===== config.mk =====
export PLATFORM = sky130hd
export DESIGN_NAME = ising_ring_spin_update_unit_flat
export DESIGN_NICKNAME = d
export VERILOG_FILES = /design/src/rtl/isru_pkg.sv /design/src/rtl/isru_item_if.sv /design/src/rtl/isru_result_if.sv /design/src/rtl/isru_cfg_if.sv /design/src/rtl/isru_spin_ram.sv /design/src/rtl/isru_ring_acc.sv /design/src/rtl/ising_ring_spin_update_unit.sv /design/src/flat_wrapper.sv
export VERILOG_INCLUDE_DIRS = /design/src /design/src/rtl
export SDC_FILE = /design/constraint.sdc
export NUM_CORES = 1
export LEC_CHECK = 0
export BUFFER_PORTS_ARGS = -buffer_cell sky130_fd_sc_hd__buf_2
export CAP_MARGIN = 20
export CELL_PAD_IN_SITES_DETAIL_PLACEMENT = 1
export CELL_PAD_IN_SITES_GLOBAL_PLACEMENT = 1
export CORE_MARGIN = 2
export CORE_UTILIZATION = 40
export DETAILED_ROUTE_END_ITERATION = 8
export PLACE_DENSITY = 0.75
export SYNTH_ARGS = -nofsm -noshare
export SYNTH_HDL_FRONTEND = slang
export SYNTH_SLANG_ARGS = --single-unit

===== constraint.sdc =====
create_clock -name clk -period 6.62 [get_ports clk]
set_input_delay 0.331 -clock clk [delete_from_list [all_inputs] [get_ports clk]]
set_output_delay 0.331 -clock clk [all_outputs]
set_load 0.01 [all_outputs]

===== src/rtl/ising_ring_spin_update_unit_macros.svh =====
// Assertion macros shared by the ring spin update unit.
// Each macro expects signals named clk and rst_n in the calling scope.
`ifndef ISING_RING_SPIN_UPDATE_UNIT_MACROS_SVH
`define ISING_RING_SPIN_UPDATE_UNIT_MACROS_SVH

`ifndef SYNTH

// Same-cycle implication.
`define ISRU_ASSERT(lbl, ante, cons) \
    lbl: assert property (@(posedge clk) disable iff (!rst_n) (ante) |-> (cons)) \
        else $error("assertion failed");

// Next-cycle implication.
`define ISRU_ASSERT_NEXT(lbl, ante, cons) \
    lbl: assert property (@(posedge clk) disable iff (!rst_n) (ante) |=> (cons)) \
        else $error("assertion failed");

`else

`define ISRU_ASSERT(lbl, ante, cons)
`define ISRU_ASSERT_NEXT(lbl, ante, cons)

`endif

`endif


===== src/rtl/isru_pkg.sv =====
`default_nettype none

package isru_pkg;

    // Fixed field widths of the item, result and configuration transactions.
    localparam int SITE_W  = 6;
    localparam int RAND_W  = 16;
    localparam int COUNT_W = 7;
    localparam int SUM_W   = 8;
    localparam int CFG_IDX_W = 3;

    // Operation codes.
    localparam logic OP_LOAD   = 1'b0;
    localparam logic OP_UPDATE = 1'b1;

    // Update modes.
    localparam logic MODE_GIBBS = 1'b0;
    localparam logic MODE_METRO = 1'b1;

    // Configuration register indexes.
    localparam logic [CFG_IDX_W-1:0] CFG_MODE       = 3'd0;
    localparam logic [CFG_IDX_W-1:0] CFG_SPIN_COUNT = 3'd1;
    localparam logic [CFG_IDX_W-1:0] CFG_WEIGHT_0   = 3'd2;
    localparam logic [CFG_IDX_W-1:0] CFG_WEIGHT_5   = 3'd7;

    // Weight table: entries 0..2 for an up spin or in Gibbs mode, 3..5 for a down spin in Metropolis mode.
    localparam int NUM_WEIGHTS = 6;
    localparam logic [CFG_IDX_W-1:0] W_DOWN_BASE = 3'd3;
    localparam logic [CFG_IDX_W-1:0] W_DOWN_TOP  = 3'd5;

    // Control of the ring accumulator.
    typedef struct packed {
        logic clear;
        logic step;
        logic first;
        logic close;
    } isru_acc_ctl_t;

endpackage

`default_nettype wire


===== src/rtl/isru_item_if.sv =====
`default_nettype none

interface isru_item_if;
    import isru_pkg::*;

    logic              valid;
    logic              ready;
    logic              operation;
    logic [SITE_W-1:0] site;
    logic              spin_up;
    logic [RAND_W-1:0] random_fraction;

    modport source (output valid, output operation, output site, output spin_up,
                    output random_fraction, input ready);
    modport sink (input valid, input operation, input site, input spin_up,
                  input random_fraction, output ready);
endinterface

`default_nettype wire


===== src/rtl/isru_result_if.sv =====
`default_nettype none

interface isru_result_if;
    import isru_pkg::*;

    logic                    valid;
    logic                    ready;
    logic                    spin_after;
    logic                    flipped;
    logic signed [SUM_W-1:0] magnetization;
    logic signed [SUM_W-1:0] bond_sum;
    logic                    site_error;

    modport source (output valid, output spin_after, output flipped,
                    output magnetization, output bond_sum, output site_error,
                    input ready);
    modport sink (input valid, input spin_after, input flipped, input magnetization,
                  input bond_sum, input site_error, output ready);
endinterface

`default_nettype wire


===== src/rtl/isru_cfg_if.sv =====
`default_nettype none

// DATA_W must be at least PROB_BITS + 1 of the unit that sinks it.
interface isru_cfg_if #(
    parameter int DATA_W = 17
);
    import isru_pkg::*;

    logic                 valid;
    logic                 ready;
    logic [CFG_IDX_W-1:0] index;
    logic [DATA_W-1:0]    data;

    modport source (output valid, output index, output data, input ready);
    modport sink (input valid, input index, input data, output ready);
endinterface

`default_nettype wire


===== src/rtl/isru_spin_ram.sv =====
`default_nettype none

// Single-bit spin store: one write port, one read port with registered data.
module isru_spin_ram #(
    parameter int DEPTH = 64,
    parameter int AW    = 6
) (
    input  wire logic          clk,
    input  wire logic          we,
    input  wire logic [AW-1:0] waddr,
    input  wire logic          wdata,
    input  wire logic [AW-1:0] raddr,
    output logic               rdata
);
    logic mem [DEPTH];

    always_ff @(posedge clk)
    begin
        if (we)
        begin
            mem[waddr] <= wdata;
        end
    end

    always_ff @(posedge clk)
    begin
        rdata <= mem[raddr];
    end
endmodule

`default_nettype wire


===== src/rtl/isru_ring_acc.sv =====
`default_nettype none

// Accumulates magnetization and bond sum from spins presented in ring order.
// The closing step adds the bond between the last spin and the first one.
module isru_ring_acc #(
    parameter int SW = 8
) (
    input  wire logic                  clk,
    input  wire logic                  rst_n,
    input  isru_pkg::isru_acc_ctl_t    ctl,
    input  wire logic                  spin,
    output logic signed [SW-1:0]       mag,
    output logic signed [SW-1:0]       bond
);
    import isru_pkg::*;

    logic signed [SW-1:0] mag_reg;
    logic signed [SW-1:0] bond_reg;
    logic                 first_spin_reg;
    logic                 prev_spin_reg;
    logic                 bond_en;
    logic                 bond_same;

    // At most one bond term per cycle: either with the previous spin or the closing one.
    assign bond_en   = (ctl.step && !ctl.first) || ctl.close;
    assign bond_same = ctl.close ? (prev_spin_reg == first_spin_reg)
                                 : (prev_spin_reg == spin);

    always_ff @(posedge clk or negedge rst_n)
    begin
        if (!rst_n)
        begin
            mag_reg        <= '0;
            bond_reg       <= '0;
            first_spin_reg <= 1'b1;
            prev_spin_reg  <= 1'b1;
        end
        else if (ctl.clear)
        begin
            mag_reg  <= '0;
            bond_reg <= '0;
        end
        else
        begin
            if (ctl.step)
            begin
                mag_reg       <= spin ? mag_reg + SW'(1) : mag_reg - SW'(1);
                prev_spin_reg <= spin;
                if (ctl.first)
                begin
                    first_spin_reg <= spin;
                end
            end
            if (bond_en)
            begin
                bond_reg <= bond_same ? bond_reg + SW'(1) : bond_reg - SW'(1);
            end
        end
    end

    assign mag  = mag_reg;
    assign bond = bond_reg;
endmodule

`default_nettype wire


===== src/rtl/ising_ring_spin_update_unit.sv =====
`default_nettype none
// Ring spin update unit: a periodic ring of up to MAX_SPINS Ising spins.
// The item channel carries load transactions (set one spin) and update
// transactions (Metropolis flip or Gibbs heat-bath at one site, decided by
// comparing random_fraction against a weight register). Each accepted item
// yields exactly one transaction on the result channel with the spin at the
// site, whether it flipped, and the magnetization and bond sum of the ring.
// The configuration channel is always ready; write it only while idle.
// The spin store has one read port, so the neighbor fetch and the walk
// over all n spins of the ring for the sums take one read per cycle, and
// that walk sets the time from one acceptance to the next. An out-of-ring
// site skips the fetch and the update and goes straight to the walk.
// After reset a clearing pass writes every spin to +1; no item is
// accepted during it. A result waits in an output register; a new item
// can be worked on meanwhile, and the unit holds its finished sums
// until the receiver takes the pending result.
`include "ising_ring_spin_update_unit_macros.svh"

module ising_ring_spin_update_unit #(
    parameter int MAX_SPINS = 64,
    parameter int PROB_BITS = 16
) (
    input  wire logic       clk,
    input  wire logic       rst_n,
    isru_item_if.sink       item,
    isru_result_if.source   result,
    isru_cfg_if.sink        cfg
);
    import isru_pkg::*;

    localparam int AW  = (MAX_SPINS > 1) ? $clog2(MAX_SPINS) : 1;
    localparam int NB  = $clog2(MAX_SPINS + 1);
    // Counter and ring size width: holds MAX_SPINS and any spin_count value.
    localparam int CW  = (NB > COUNT_W) ? NB : COUNT_W;
    // Accumulator width: holds +-MAX_SPINS and the saturation limits.
    localparam int SW  = (NB + 1 > SUM_W) ? NB + 1 : SUM_W;
    localparam int RW  = (PROB_BITS > RAND_W) ? PROB_BITS : RAND_W;
    localparam int WW  = PROB_BITS + 1;
    localparam logic [WW-1:0] WEIGHT_ONE = {1'b1, {PROB_BITS{1'b0}}};
    localparam logic signed [SW-1:0] SAT_HI = SW'(127);
    localparam logic signed [SW-1:0] SAT_LO = SW'(-128);

    typedef enum logic [5:0] {
        S_CLEAR  = 6'b000001,
        S_IDLE   = 6'b000010,
        S_FETCH  = 6'b000100,
        S_UPDATE = 6'b001000,
        S_WALK   = 6'b010000,
        S_FINISH = 6'b100000
    } state_t;

    state_t state_reg, state_next;

    // Configuration registers.
    logic               mode_reg;
    logic [COUNT_W-1:0] spin_count_reg;
    logic [WW-1:0]      weight_reg [NUM_WEIGHTS];

    // Item held while it is worked on.
    logic                 op_reg;
    logic [SITE_W-1:0]    site_reg;
    logic                 up_reg;
    logic [PROB_BITS-1:0] rand_reg;
    logic                 err_reg, err_next;
    logic                 left_reg, left_next;
    logic                 right_reg, right_next;
    logic                 after_reg, after_next;
    logic                 flip_reg, flip_next;
    logic [CW-1:0]        cnt_reg, cnt_next;
    logic                 rd_vld_reg, rd_vld_next;
    logic                 rd_first_reg, rd_first_next;

    // Result register.
    logic                    out_valid_reg, out_valid_next;
    logic                    out_after_reg;
    logic                    out_flip_reg;
    logic signed [SUM_W-1:0] out_mag_reg;
    logic signed [SUM_W-1:0] out_bond_reg;
    logic                    out_err_reg;
    logic                    out_load;

    logic                 accept;
    logic [CW-1:0]        ring_n;
    logic [CW-1:0]        count_ext;
    logic [CW-1:0]        site_ext;
    logic [CW-1:0]        item_site_ext;
    logic [CW-1:0]        left_ext;
    logic [CW-1:0]        right_ext;
    logic [RW-1:0]        rand_ext;
    logic [1:0]           sum_idx;
    logic [CFG_IDX_W-1:0] widx;
    logic                 hit;
    logic                 old_spin;
    logic                 new_spin;

    logic          ram_we;
    logic [AW-1:0] ram_waddr;
    logic          ram_wdata;
    logic [AW-1:0] ram_raddr;
    logic          ram_rdata;

    isru_acc_ctl_t        acc_ctl;
    logic signed [SW-1:0] acc_mag;
    logic signed [SW-1:0] acc_bond;
    logic signed [SW-1:0] mag_sat;
    logic signed [SW-1:0] bond_sat;

    // ---------------------------------------------------------------------
    // Configuration writes. The channel never stalls.
    // ---------------------------------------------------------------------
    assign cfg.ready = 1'b1;

    always_ff @(posedge clk or negedge rst_n)
    begin
        if (!rst_n)
        begin
            mode_reg       <= MODE_METRO;
            spin_count_reg <= COUNT_W'(50);
            for (int i = 0; i < NUM_WEIGHTS; i++)
            begin
                weight_reg[i] <= WEIGHT_ONE;
            end
        end
        else if (cfg.valid)
        begin
            case (cfg.index) inside
                CFG_MODE:
                begin
                    mode_reg <= cfg.data[0];
                end
                CFG_SPIN_COUNT:
                begin
                    spin_count_reg <= cfg.data[COUNT_W-1:0];
                end
                [CFG_WEIGHT_0:CFG_WEIGHT_5]:
                begin
                    weight_reg[cfg.index - CFG_WEIGHT_0] <= cfg.data[WW-1:0];
                end
                default:
                begin
                end
            endcase
        end
    end

    // ---------------------------------------------------------------------
    // Ring geometry. The ring size saturates at MAX_SPINS; neighbors wrap.
    // ---------------------------------------------------------------------
    assign count_ext     = CW'(spin_count_reg);
    assign ring_n        = (count_ext > CW'(MAX_SPINS)) ? CW'(MAX_SPINS) : count_ext;
    assign site_ext      = CW'(site_reg);
    assign item_site_ext = CW'(item.site);
    assign left_ext      = (site_ext == '0) ? ring_n - CW'(1) : site_ext - CW'(1);
    assign right_ext     = (site_ext + CW'(1) == ring_n) ? '0 : site_ext + CW'(1);

    assign rand_ext = RW'(item.random_fraction);
    assign accept   = item.valid && item.ready;
    assign item.ready = (state_reg == S_IDLE);

    // ---------------------------------------------------------------------
    // Update decision. The neighbor sum index is 0, 1, 2 for sums of
    // -2, 0, +2. A down spin in Metropolis mode mirrors it into the upper
    // half of the weight table, since k is then the negated sum.
    // ---------------------------------------------------------------------
    assign old_spin = ram_rdata;
    assign sum_idx  = {left_reg & right_reg, left_reg ^ right_reg};

    always_comb
    begin
        if (mode_reg == MODE_METRO && !old_spin)
        begin
            widx = W_DOWN_TOP - CFG_IDX_W'(sum_idx);
        end
        else
        begin
            widx = CFG_IDX_W'(sum_idx);
        end
    end

    assign hit = {1'b0, rand_reg} < weight_reg[widx];

    always_comb
    begin
        if (op_reg == OP_LOAD)
        begin
            new_spin = up_reg;
        end
        else if (mode_reg == MODE_METRO)
        begin
            new_spin = hit ? !old_spin : old_spin;
        end
        else
        begin
            new_spin = hit;
        end
    end

    // ---------------------------------------------------------------------
    // Sequencer.
    // ---------------------------------------------------------------------
    always_comb
    begin
        state_next    = state_reg;
        cnt_next      = cnt_reg;
        err_next      = err_reg;
        left_next     = left_reg;
        right_next    = right_reg;
        after_next    = after_reg;
        flip_next     = flip_reg;
        rd_vld_next   = 1'b0;
        rd_first_next = 1'b0;
        ram_we        = 1'b0;
        ram_waddr     = cnt_reg[AW-1:0];
        ram_wdata     = 1'b1;
        ram_raddr     = cnt_reg[AW-1:0];
        out_load      = 1'b0;
        acc_ctl       = '0;

        case (state_reg)
            S_CLEAR:
            begin
                // Reset sweep: every stored spin becomes +1.
                ram_we = 1'b1;
                if (cnt_reg == CW'(MAX_SPINS - 1))
                begin
                    cnt_next   = '0;
                    state_next = S_IDLE;
                end
                else
                begin
                    cnt_next = cnt_reg + CW'(1);
                end
            end
            S_IDLE:
            begin
                if (accept)
                begin
                    acc_ctl.clear = 1'b1;
                    cnt_next      = '0;
                    after_next    = 1'b0;
                    flip_next     = 1'b0;
                    err_next      = item_site_ext >= ring_n;
                    state_next    = (item_site_ext >= ring_n) ? S_WALK : S_FETCH;
                end
            end
            S_FETCH:
            begin
                // Reads of left, right and the site itself, one per cycle.
                case (cnt_reg[1:0])
                    2'd0:
                    begin
                        ram_raddr = left_ext[AW-1:0];
                        cnt_next  = cnt_reg + CW'(1);
                    end
                    2'd1:
                    begin
                        ram_raddr = right_ext[AW-1:0];
                        left_next = ram_rdata;
                        cnt_next  = cnt_reg + CW'(1);
                    end
                    default:
                    begin
                        ram_raddr  = site_ext[AW-1:0];
                        right_next = ram_rdata;
                        cnt_next   = '0;
                        state_next = S_UPDATE;
                    end
                endcase
            end
            S_UPDATE:
            begin
                ram_we     = 1'b1;
                ram_waddr  = site_ext[AW-1:0];
                ram_wdata  = new_spin;
                after_next = new_spin;
                flip_next  = new_spin != old_spin;
                state_next = S_WALK;
            end
            S_WALK:
            begin
                // One read per cycle in ring order; the data reach the
                // accumulator in the next cycle, then one closing step.
                acc_ctl.step  = rd_vld_reg;
                acc_ctl.first = rd_first_reg;
                if (cnt_reg < ring_n)
                begin
                    rd_vld_next   = 1'b1;
                    rd_first_next = (cnt_reg == '0);
                    cnt_next      = cnt_reg + CW'(1);
                end
                else if (!rd_vld_reg)
                begin
                    acc_ctl.close = (ring_n != '0);
                    state_next    = S_FINISH;
                end
            end
            S_FINISH:
            begin
                if (!out_valid_reg || result.ready)
                begin
                    out_load   = 1'b1;
                    state_next = S_IDLE;
                end
            end
            default:
            begin
                state_next = S_IDLE;
            end
        endcase
    end

    always_ff @(posedge clk or negedge rst_n)
    begin
        if (!rst_n)
        begin
            state_reg    <= S_CLEAR;
            cnt_reg      <= '0;
            rd_vld_reg   <= 1'b0;
            rd_first_reg <= 1'b0;
        end
        else
        begin
            state_reg    <= state_next;
            cnt_reg      <= cnt_next;
            rd_vld_reg   <= rd_vld_next;
            rd_first_reg <= rd_first_next;
        end
    end

    always_ff @(posedge clk)
    begin
        err_reg   <= err_next;
        left_reg  <= left_next;
        right_reg <= right_next;
        after_reg <= after_next;
        flip_reg  <= flip_next;
        if (accept)
        begin
            op_reg   <= item.operation;
            site_reg <= item.site;
            up_reg   <= item.spin_up;
            rand_reg <= rand_ext[PROB_BITS-1:0];
        end
    end

    // ---------------------------------------------------------------------
    // Spin store and the shared ring accumulator.
    // ---------------------------------------------------------------------
    isru_spin_ram #(
        .DEPTH (MAX_SPINS),
        .AW    (AW)
    ) u_spin_ram (
        .clk   (clk),
        .we    (ram_we),
        .waddr (ram_waddr),
        .wdata (ram_wdata),
        .raddr (ram_raddr),
        .rdata (ram_rdata)
    );

    isru_ring_acc #(
        .SW (SW)
    ) u_ring_acc (
        .clk   (clk),
        .rst_n (rst_n),
        .ctl   (acc_ctl),
        .spin  (ram_rdata),
        .mag   (acc_mag),
        .bond  (acc_bond)
    );

    // Sums only leave eight bits for rings longer than 127 spins.
    assign mag_sat  = (acc_mag > SAT_HI) ? SAT_HI : ((acc_mag < SAT_LO) ? SAT_LO : acc_mag);
    assign bond_sat = (acc_bond > SAT_HI) ? SAT_HI
                                          : ((acc_bond < SAT_LO) ? SAT_LO : acc_bond);

    // ---------------------------------------------------------------------
    // Result register.
    // ---------------------------------------------------------------------
    always_comb
    begin
        out_valid_next = out_valid_reg;
        if (out_load)
        begin
            out_valid_next = 1'b1;
        end
        else if (result.ready)
        begin
            out_valid_next = 1'b0;
        end
    end

    always_ff @(posedge clk or negedge rst_n)
    begin
        if (!rst_n)
        begin
            out_valid_reg <= 1'b0;
        end
        else
        begin
            out_valid_reg <= out_valid_next;
        end
    end

    always_ff @(posedge clk)
    begin
        if (out_load)
        begin
            out_after_reg <= after_reg;
            out_flip_reg  <= flip_reg;
            out_mag_reg   <= mag_sat[SUM_W-1:0];
            out_bond_reg  <= bond_sat[SUM_W-1:0];
            out_err_reg   <= err_reg;
        end
    end

    assign result.valid         = out_valid_reg;
    assign result.spin_after    = out_after_reg;
    assign result.flipped       = out_flip_reg;
    assign result.magnetization = out_mag_reg;
    assign result.bond_sum      = out_bond_reg;
    assign result.site_error    = out_err_reg;

    // ---------------------------------------------------------------------
    // Assertions.
    // ---------------------------------------------------------------------
    `ISRU_ASSERT_NEXT(a_busy_after_accept, item.valid && item.ready, !item.ready)
    `ISRU_ASSERT(a_ram_write_phase, ram_we, (state_reg == S_CLEAR) || (state_reg == S_UPDATE))
    `ISRU_ASSERT(a_error_keeps_spin, result.valid && result.site_error, !result.spin_after && !result.flipped)
    `ISRU_ASSERT(a_result_from_finish, $rose(result.valid), $past(state_reg) == S_FINISH)
endmodule

`default_nettype wire

===== src/flat_wrapper.sv =====
// flat-port wrapper written by rule: the top's interface ports become plain ports
module ising_ring_spin_update_unit_flat import isru_pkg::*;
#(
    parameter int MAX_SPINS = 64,
    parameter int PROB_BITS = 16
)
  (clk, rst_n, item_valid, item_operation, item_site, item_spin_up, item_random_fraction, item_ready, result_valid, result_spin_after, result_flipped, result_magnetization, result_bond_sum, result_site_error, result_ready, cfg_valid, cfg_index, cfg_data, cfg_ready);
  isru_item_if item_i ();
  isru_result_if result_i ();
  isru_cfg_if cfg_i ();
  input  wire logic clk;
  input  wire logic rst_n;
  input wire logic [$bits(item_i.valid)-1:0] item_valid;
  input wire logic [$bits(item_i.operation)-1:0] item_operation;
  input wire logic [$bits(item_i.site)-1:0] item_site;
  input wire logic [$bits(item_i.spin_up)-1:0] item_spin_up;
  input wire logic [$bits(item_i.random_fraction)-1:0] item_random_fraction;
  output wire logic [$bits(item_i.ready)-1:0] item_ready;
  output wire logic [$bits(result_i.valid)-1:0] result_valid;
  output wire logic [$bits(result_i.spin_after)-1:0] result_spin_after;
  output wire logic [$bits(result_i.flipped)-1:0] result_flipped;
  output wire logic [$bits(result_i.magnetization)-1:0] result_magnetization;
  output wire logic [$bits(result_i.bond_sum)-1:0] result_bond_sum;
  output wire logic [$bits(result_i.site_error)-1:0] result_site_error;
  input wire logic [$bits(result_i.ready)-1:0] result_ready;
  input wire logic [$bits(cfg_i.valid)-1:0] cfg_valid;
  input wire logic [$bits(cfg_i.index)-1:0] cfg_index;
  input wire logic [$bits(cfg_i.data)-1:0] cfg_data;
  output wire logic [$bits(cfg_i.ready)-1:0] cfg_ready;
  assign item_i.valid = item_valid;
  assign item_i.operation = item_operation;
  assign item_i.site = item_site;
  assign item_i.spin_up = item_spin_up;
  assign item_i.random_fraction = item_random_fraction;
  assign item_ready = item_i.ready;
  assign result_valid = result_i.valid;
  assign result_spin_after = result_i.spin_after;
  assign result_flipped = result_i.flipped;
  assign result_magnetization = result_i.magnetization;
  assign result_bond_sum = result_i.bond_sum;
  assign result_site_error = result_i.site_error;
  assign result_i.ready = result_ready;
  assign cfg_i.valid = cfg_valid;
  assign cfg_i.index = cfg_index;
  assign cfg_i.data = cfg_data;
  assign cfg_ready = cfg_i.ready;
  ising_ring_spin_update_unit #(.MAX_SPINS(MAX_SPINS), .PROB_BITS(PROB_BITS)) u_core (.clk(clk), .rst_n(rst_n), .item(item_i), .result(result_i), .cfg(cfg_i));
endmodule

# ---- After elaboration in Yosys (flattened, before gate mapping)
# Memories as Yosys holds them, arrays and structs flattened. A register that Yosys moved wholly into a read port is not among the register bits.
# Cells that the tools add are included.
dict set report word_totals {
  in_bits 49
  memories 1
  output_inout_bits 22
  ff_bits 192
  ramBits 64
}
# name depth width read_ports rd_clocked_by_memory_dff wr line
set mem_list {}
lappend mem_list {u_core.u_spin_ram.mem 64 1 1 1 1 isru_spin_ram.sv:15} ;# logic mem [DEPTH];
dict set report classes {
  n_addsub 10
  n_reduce_logical 33
  n_lt_le_gt_ge 13
  n_eq_ne 20
  muxes 58
  n_bitwise 8
}
# operator count
set op_table {}
lappend op_table {{bitwise mux 102 bit} 1}
lappend op_table {{2-to-1 mux 8 bit} 8}
lappend op_table {{2-to-1 mux 6 bit} 10}
lappend op_table {{binary-select mux 17 bit (select 3 bit)} 1}
lappend op_table {{demux 17 bit (select 3 bit)} 1}
lappend op_table {{2-to-1 mux 17 bit} 3}
lappend op_table {{case mux 6 bit (6 select lines)} 1}
lappend op_table {{2-to-1 mux 7 bit} 5}
lappend op_table {{case mux 7 bit (4 select lines)} 1}
lappend op_table {{2-to-1 mux 1 bit} 21}
lappend op_table {{< comparator 16 x 17 -> 1 bit} 1}
lappend op_table {{adder 8 x 2 -> 8 bit (second input constant)} 2}
lappend op_table {{greater-than comparator 8 bit (second input constant)} 2}
lappend op_table {{< comparator 8 bit (second input constant)} 2}
lappend op_table {{subtractor 8 x 2 -> 8 bit (second input constant)} 2}
lappend op_table {{logical NOT 7 bit} 2}
lappend op_table {{case mux 6 bit (2 select lines)} 1}
lappend op_table {{AND reduction 2 bit} 6}
lappend op_table {{subtractor 6 x 1 -> 6 bit (second input constant)} 2}
lappend op_table {{AND reduction 3 bit} 3}
lappend op_table {{>= comparator 4 bit (second input constant)} 2}
lappend op_table {{!= test 2 bit (second input constant)} 4}
lappend op_table {{inverter 3 -> 4 bit} 2}
lappend op_table {{nonzero test 2 bit} 4}
lappend op_table {{39 further kinds} 55}

# ---- Depth between registers and ports, before layout
dict set report logic_depth {
  depth_word 13
  depth_mapped 25
  ltp_nobuf 24
}

# ---- Modules after synthesis
# From an unflattened synthesis, not the netlist that was laid out.
dict set report unflattened {
  hier_cells 1077
  area_unflattened_um2 13167.6
}
# module n_inst cells_per_inst seq_area_each_um2 area_each_um2
set modules_own_cells {}
lappend modules_own_cells {ising_ring_spin_update_unit 1 718 4608.2 8877.3}
lappend modules_own_cells {isru_spin_ram 1 204 1941.9 2914.0}
lappend modules_own_cells {isru_ring_acc 1 155 452.9 1376.3}

# ---- Least setup slack after synthesis
# Ideal clock, no wire load.
dict set report synth_timing {
  path_type {flip-flop to flip-flop}
  startpoint {reg u_core.mode_reg}
  endpoint {mem u_core.u_spin_ram.mem[0], data pin}
  period_less_slack_ps 5617
  path_stages_with_launch 21
  arrival_time_ps 5234
  path_slack_ps 1003
  setup_time_ps 382
  path_cell_list {dfstp_2 -> nor2b_1 -> clkbuf_1 -> xnor2_1 -> buf_2 -> clkbuf_1 -> buf_2 -> mux2i_1 -> nand2_1 -> o21ai_0 -> ha_1 -> a21o_1 -> a21o_1 -> a21o_1 -> a21oi_1 -> nor2b_1 -> o21ai_0 -> a21oi_1 -> o221ai_1 -> mux2_2 -> nand3b_1}
}
dict set report synth_between {
  elab_chain_cells 11
}
# element line
set synth_lines {}
lappend synth_lines {{from (decl)} ising_ring_spin_update_unit.sv:55} ;# logic mode_reg;
lappend synth_lines {{from (signal assigned)} ising_ring_spin_update_unit.sv:129} ;# mode_reg <= cfg.data[0];
lappend synth_lines {{logical AND 1 bit} ising_ring_spin_update_unit.sv:170} ;# if (mode_reg == MODE_METRO && !old_spin)
lappend synth_lines {{2-to-1 mux 3 bit} ising_ring_spin_update_unit.sv:170}
lappend synth_lines {{inverter 3 -> 4 bit (not written as such)} ising_ring_spin_update_unit.sv:180} ;# assign hit = {1'b0, rand_reg} < weight_reg[widx];
lappend synth_lines {{binary-select mux 17 bit (select 3 bit)} ising_ring_spin_update_unit.sv:180}
lappend synth_lines {{2-to-1 mux 17 bit (not written as such) (2 in a row)} ising_ring_spin_update_unit.sv:180}
lappend synth_lines {{< comparator 16 x 17 -> 1 bit} ising_ring_spin_update_unit.sv:180}
lappend synth_lines {{2-to-1 mux 1 bit} ising_ring_spin_update_unit.sv:190} ;# new_spin = hit ? !old_spin : old_spin;
lappend synth_lines {{2-to-1 mux 1 bit (*)} ising_ring_spin_update_unit.sv:188} ;# else if (mode_reg == MODE_METRO)
lappend synth_lines {{2-to-1 mux 1 bit (*)} ising_ring_spin_update_unit.sv:184} ;# if (op_reg == OP_LOAD)
lappend synth_lines {{2-to-1 mux 1 bit (*)} ising_ring_spin_update_unit.sv:219} ;# case (state_reg)
lappend synth_lines {{net u_core.ram_wdata} ising_ring_spin_update_unit.sv:98} ;# logic ram_wdata;
lappend synth_lines {{to (decl)} isru_spin_ram.sv:15}
# The timed path passes the listed nets; every way through them passes the cells marked *. The select of a mux whose other input is x is not followed.

# ---- Worst setup path in the final report
dict set report layout_timing {
  startpoint {reg u_core.spin_count_reg[6] (netlist: u_core.count_ext[6])}
  endpoint {reg u_core.u_ring_acc.bond_reg[7] (netlist: u_core.u_ring_acc.bond[7])}
}
dict set report layout_between {
  elab_chain_cells 10
  elab_cells_between_ends 13
  cone_classes {2 x order compare; 8 x mux; 3 x reduce/logical}
}
# element line
set layout_lines {}
lappend layout_lines {{from (decl)} ising_ring_spin_update_unit.sv:56} ;# logic [COUNT_W-1:0] spin_count_reg;
lappend layout_lines {{from (signal assigned)} ising_ring_spin_update_unit.sv:133} ;# spin_count_reg <= cfg.data[COUNT_W-1:0];
lappend layout_lines {{greater-than comparator 7 bit} ising_ring_spin_update_unit.sv:150} ;# assign ring_n = (count_ext > CW'(MAX_SPINS)) ? CW'(MAX_SPINS) : count_ext;
lappend layout_lines {{2-to-1 mux 7 bit (*)} ising_ring_spin_update_unit.sv:150}
lappend layout_lines {{branches (longest 2 deep; another with < comparator 7 bit)} -}
lappend layout_lines {{2-to-1 mux 1 bit (*)} ising_ring_spin_update_unit.sv:285} ;# if (cnt_reg < ring_n)
lappend layout_lines {{2-to-1 mux 3 bit (*)} ising_ring_spin_update_unit.sv:219}
lappend layout_lines {{2-to-1 mux 1 bit} isru_ring_acc.sv:26} ;# assign bond_same = ctl.close ? (prev_spin_reg == first_spin_reg)
lappend layout_lines {{2-to-1 mux 8 bit} isru_ring_acc.sv:56} ;# bond_reg <= bond_same ? bond_reg + SW'(1) : bond_reg - SW'(1);
lappend layout_lines {{2-to-1 mux 8 bit} isru_ring_acc.sv:54} ;# if (bond_en)
lappend layout_lines {{2-to-1 mux 8 bit} isru_ring_acc.sv:38} ;# else if (ctl.clear)
lappend layout_lines {{to (signal assigned)} isru_ring_acc.sv:56}
lappend layout_lines {{to (decl)} isru_ring_acc.sv:18} ;# logic signed [SW-1:0] bond_reg;
# Every way passes the cells marked *. The select of a mux whose other input is x is not followed.
# A chain may end at the register's enable or synchronous reset.

==> impl_metrics.json <==
{
  "overflow": 0,
  "grt_max_degree": 88,
  "synth_edf_count": 112,
  "path_cells": "clkinv_1 -> nand2_1 -> ha_1 -> a21o_1 -> a21o_1 -> a21o_1 -> a21o_1 -> a21o_1 -> a21o_1 -> nand3_1 -> mux2i_1 -> xnor2_1 -> ha_1 -> a21o_1 -> a21oi_1 -> o21bai_1 -> a21oi_1 -> o21bai_1 -> a21oi_1 -> xnor2_1 -> xnor2_1 -> o32ai_1 -> xnor2_1 -> nor2_1",
  "ant_nets": 0,
  "path_class": "register to register",
  "dp_slack_ns": 1.04,
  "yosysTopAreaCellShare": 0.255,
  "period_needed_ns": 5.68,
  "core_area_um2": 32500,
  "synth.area.top_cells": "edfxtp_1, dfrtp_1, mux2_2, mux2i_1, ha_1",
  "dieArea_um2": 34400,
  "cts_setup_buffers": 0,
  "clock_sinks": 257,
  "setup_viol": 0,
  "syn_inst": 1068,
  "syn-num-nets": 1167,
  "post-synth-top-area-cell": "edfxtp_1",
  "drc_errors": 0,
  "avgSynthCellArea_um2": 12.3,
  "holdCritPathClass": "input pin to register",
  "slowest_delay_ns": 0.63,
  "ir_drop_uv": 242,
  "via_per_inst": 5.48,
  "fin_ws_ns": 0.938,
  "outcome": "completed",
  "fmax_mhz": 176,
  "grt_first_pass_wirelength_mm": 53.2,
  "antenna_found_initial": 6,
  "finish.utilization": 0.467,
  "first_pass_iters": 5,
  "r2r_cells": 24,
  "cp.arrival_ns": 6.09,
  "cp_slowest_cell": "dfrtp_1",
  "relSlewSlack": 0.317,
  "netlist_area_um2": 13200,
  "num_rows": 66,
  "worstMarginPinSlew_ns": 1.02,
  "dp_hpwl_mm": 22.5,
  "grt_usage": 0.198,
  "synthArstFlopShare": 0.560,
  "via_count": 8830,
  "drive_above_1_share": 0.257,
  "htreeDepth": 1,
  "io_buffers": 69,
  "cts_buffers": 29,
  "synth_common_cells": "dfrtp_1, mux2_2, edfxtp_1",
  "wire_per_inst_um": 20.4,
  "finalCritPeriodShare": 0.858,
  "maxCapViolations": 0,
  "gp_congestion": 0.844,
  "synthMostInstantiatedCell": "dfrtp_1",
  "drtIter0Drc": 412,
  "skew_ns": 0.0134,
  "hold_violations": 0,
  "synth_cell_types": 82,
  "rsz0062_at_grt": "no",
  "post_cts_resize_count": 0,
  "ys_seq_elements": 257,
  "seq_area_frac_synth": 0.531,
  "setup_tns_ns": 0,
  "synth_warnings": 0,
  "die_w_um": 186,
  "wirelength_mm": 32.9,
  "io-pin-count": 71,
  "critPathLaunchType": "register",
  "synth_flop_cell": "dfrtp_1",
  "holdBufCountCts": 23,
  "start_util": 0.406,
  "worst-path-max-fanout": 14,
  "cp_data_required_time_ns": 7.03,
  "largest_reg_flops": 102,
  "root_buffer": "clkbuf_16",
  "powerDensity_nw_per_um2": 398,
  "syn2layout_area_growth_pct": 15.0,
  "grt_pass1_vias": 9623,
  "insertion_delay_ns": 0.55,
  "die_h_um": 186,
  "fin_nets": 1242,
  "whs_path_depth": 1,
  "drv_slew": 0,
  "cts.path.max_buffers": 3,
  "cp-end-kind": "register",
  "critPathMostFrequentCell": "a21o_1",
  "leakagePower_uw": 0.00625,
  "clk_pin_slew_ns": 0.06,
  "cts_tree": "built"
}
==> cell type report <==
| cell class | instances | area (µm²) |
|---|---|---|
| Inverter | 28 | 105 |
| Fill cell | 3396 | 17300 |
| Tap cell | 442 | 553 |
| Clock inverter | 9 | 106 |
| Sequential cell | 257 | 7000 |
| Multi-Input combinational cell | 717 | 5800 |
| Clock buffer | 45 | 867 |
| Antenna cell | 2 | 5.00 |
| Timing Repair Buffer | 110 | 714 |
==> metrics by stage <==
stage               area, µm²  hold slack, ns  total power (µW)  cells
floorplan               13200          0.0354              3810   1068
global placement        13900           0.407              4300   1530
detailed placement      13900           0.406              4400   1530
CTS                     15100         0.00205              6070   1607
global route            15100       0.0000708              6400   1608
finish                  15200          0.0239              6030   1610
==> cell families after synthesis <==
| logic type | synth area share |
|---|---|
| simple gates | 0.0991 |
| buf+inv | 0.0317 |
| fa+ha+maj | 0.0486 |
| mux | 0.185 |
| other cells | 0.000285 |
| xor+xnor | 0.0214 |
| flops | 0.531 |
| compound gates | 0.0830 |
==> worst max-delay path: cells and delay by family (launching register included) <==
family / cells / cell delay (ns)
multiplexers: 1 / 0.11
AND/OR/NAND/NOR: 3 / 0.41
AO/OA/AOI/OAI: 13 / 2.37
flip-flops: 1 / 0.63
XOR/XNOR: 4 / 1.05
buffers and inverters: 1 / 0.36
adder cells (fa/ha/maj): 2 / 0.60
==> report_power, final <==
part           leakage, µW  internal (µW)  switching [µW]
Clock             0.000472            977             653
Sequential         0.00287           1960             238
Combinational      0.00291            960            1250
==> routing by layer <==
layer	track usage	wire, µm	vias up
li1	-	-	4077
met1	0.258	14500	4533
met2	0.346	16400	167
met3	0.0362	1510	45
met4	0.0400	510	8
met5	0	57	-
==> layout by cell type, fill, tap and decap left out, types with 7 or more instances in the layout <==
cell type / netlist / final
o21ai_0: 47 / 47
buf_2: 9 / 69
a21o_1: 18 / 18
clkbuf_1: 47 / 9
dfstp_2: 13 / 13
clkbuf_16: 0 / 30
mux2i_1: 63 / 63
nor2b_1: 12 / 11
xnor2_1: 24 / 23
nand2_1: 61 / 61
mux2_2: 118 / 118
dlygate4sd3_1: 0 / 23
inv_1: 26 / 26
dfrtp_1: 131 / 131
mux4_2: 18 / 18
o21bai_1: 7 / 7
ha_1: 48 / 48
nor3_1: 12 / 12
buf_4: 4 / 17
nor2_1: 100 / 100
nand3_1: 23 / 23
nand2b_1: 11 / 11
a21oi_1: 34 / 34
edfxtp_1: 112 / 112
==> worst paths after layout <==
check | from | end | slack [ns]
hold / removal | item_site[2] | u_core.site_reg[2] | 0.02
setup / recovery | u_core.count_ext[6] | u_core.u_ring_acc.bond[7] | 0.94
hold reg to reg | u_core.after_reg | u_core.result.spin_after | 0.42
setup reg to reg | u_core.count_ext[6] | u_core.u_ring_acc.bond[7] | 0.94
min in group asynchronous | rst_n | u_core.weight_reg[39] | 0.44
max in group asynchronous | rst_n | u_core.weight_reg[45] | 4.89
No activity file was read; power rests on OpenSTA's default activity.
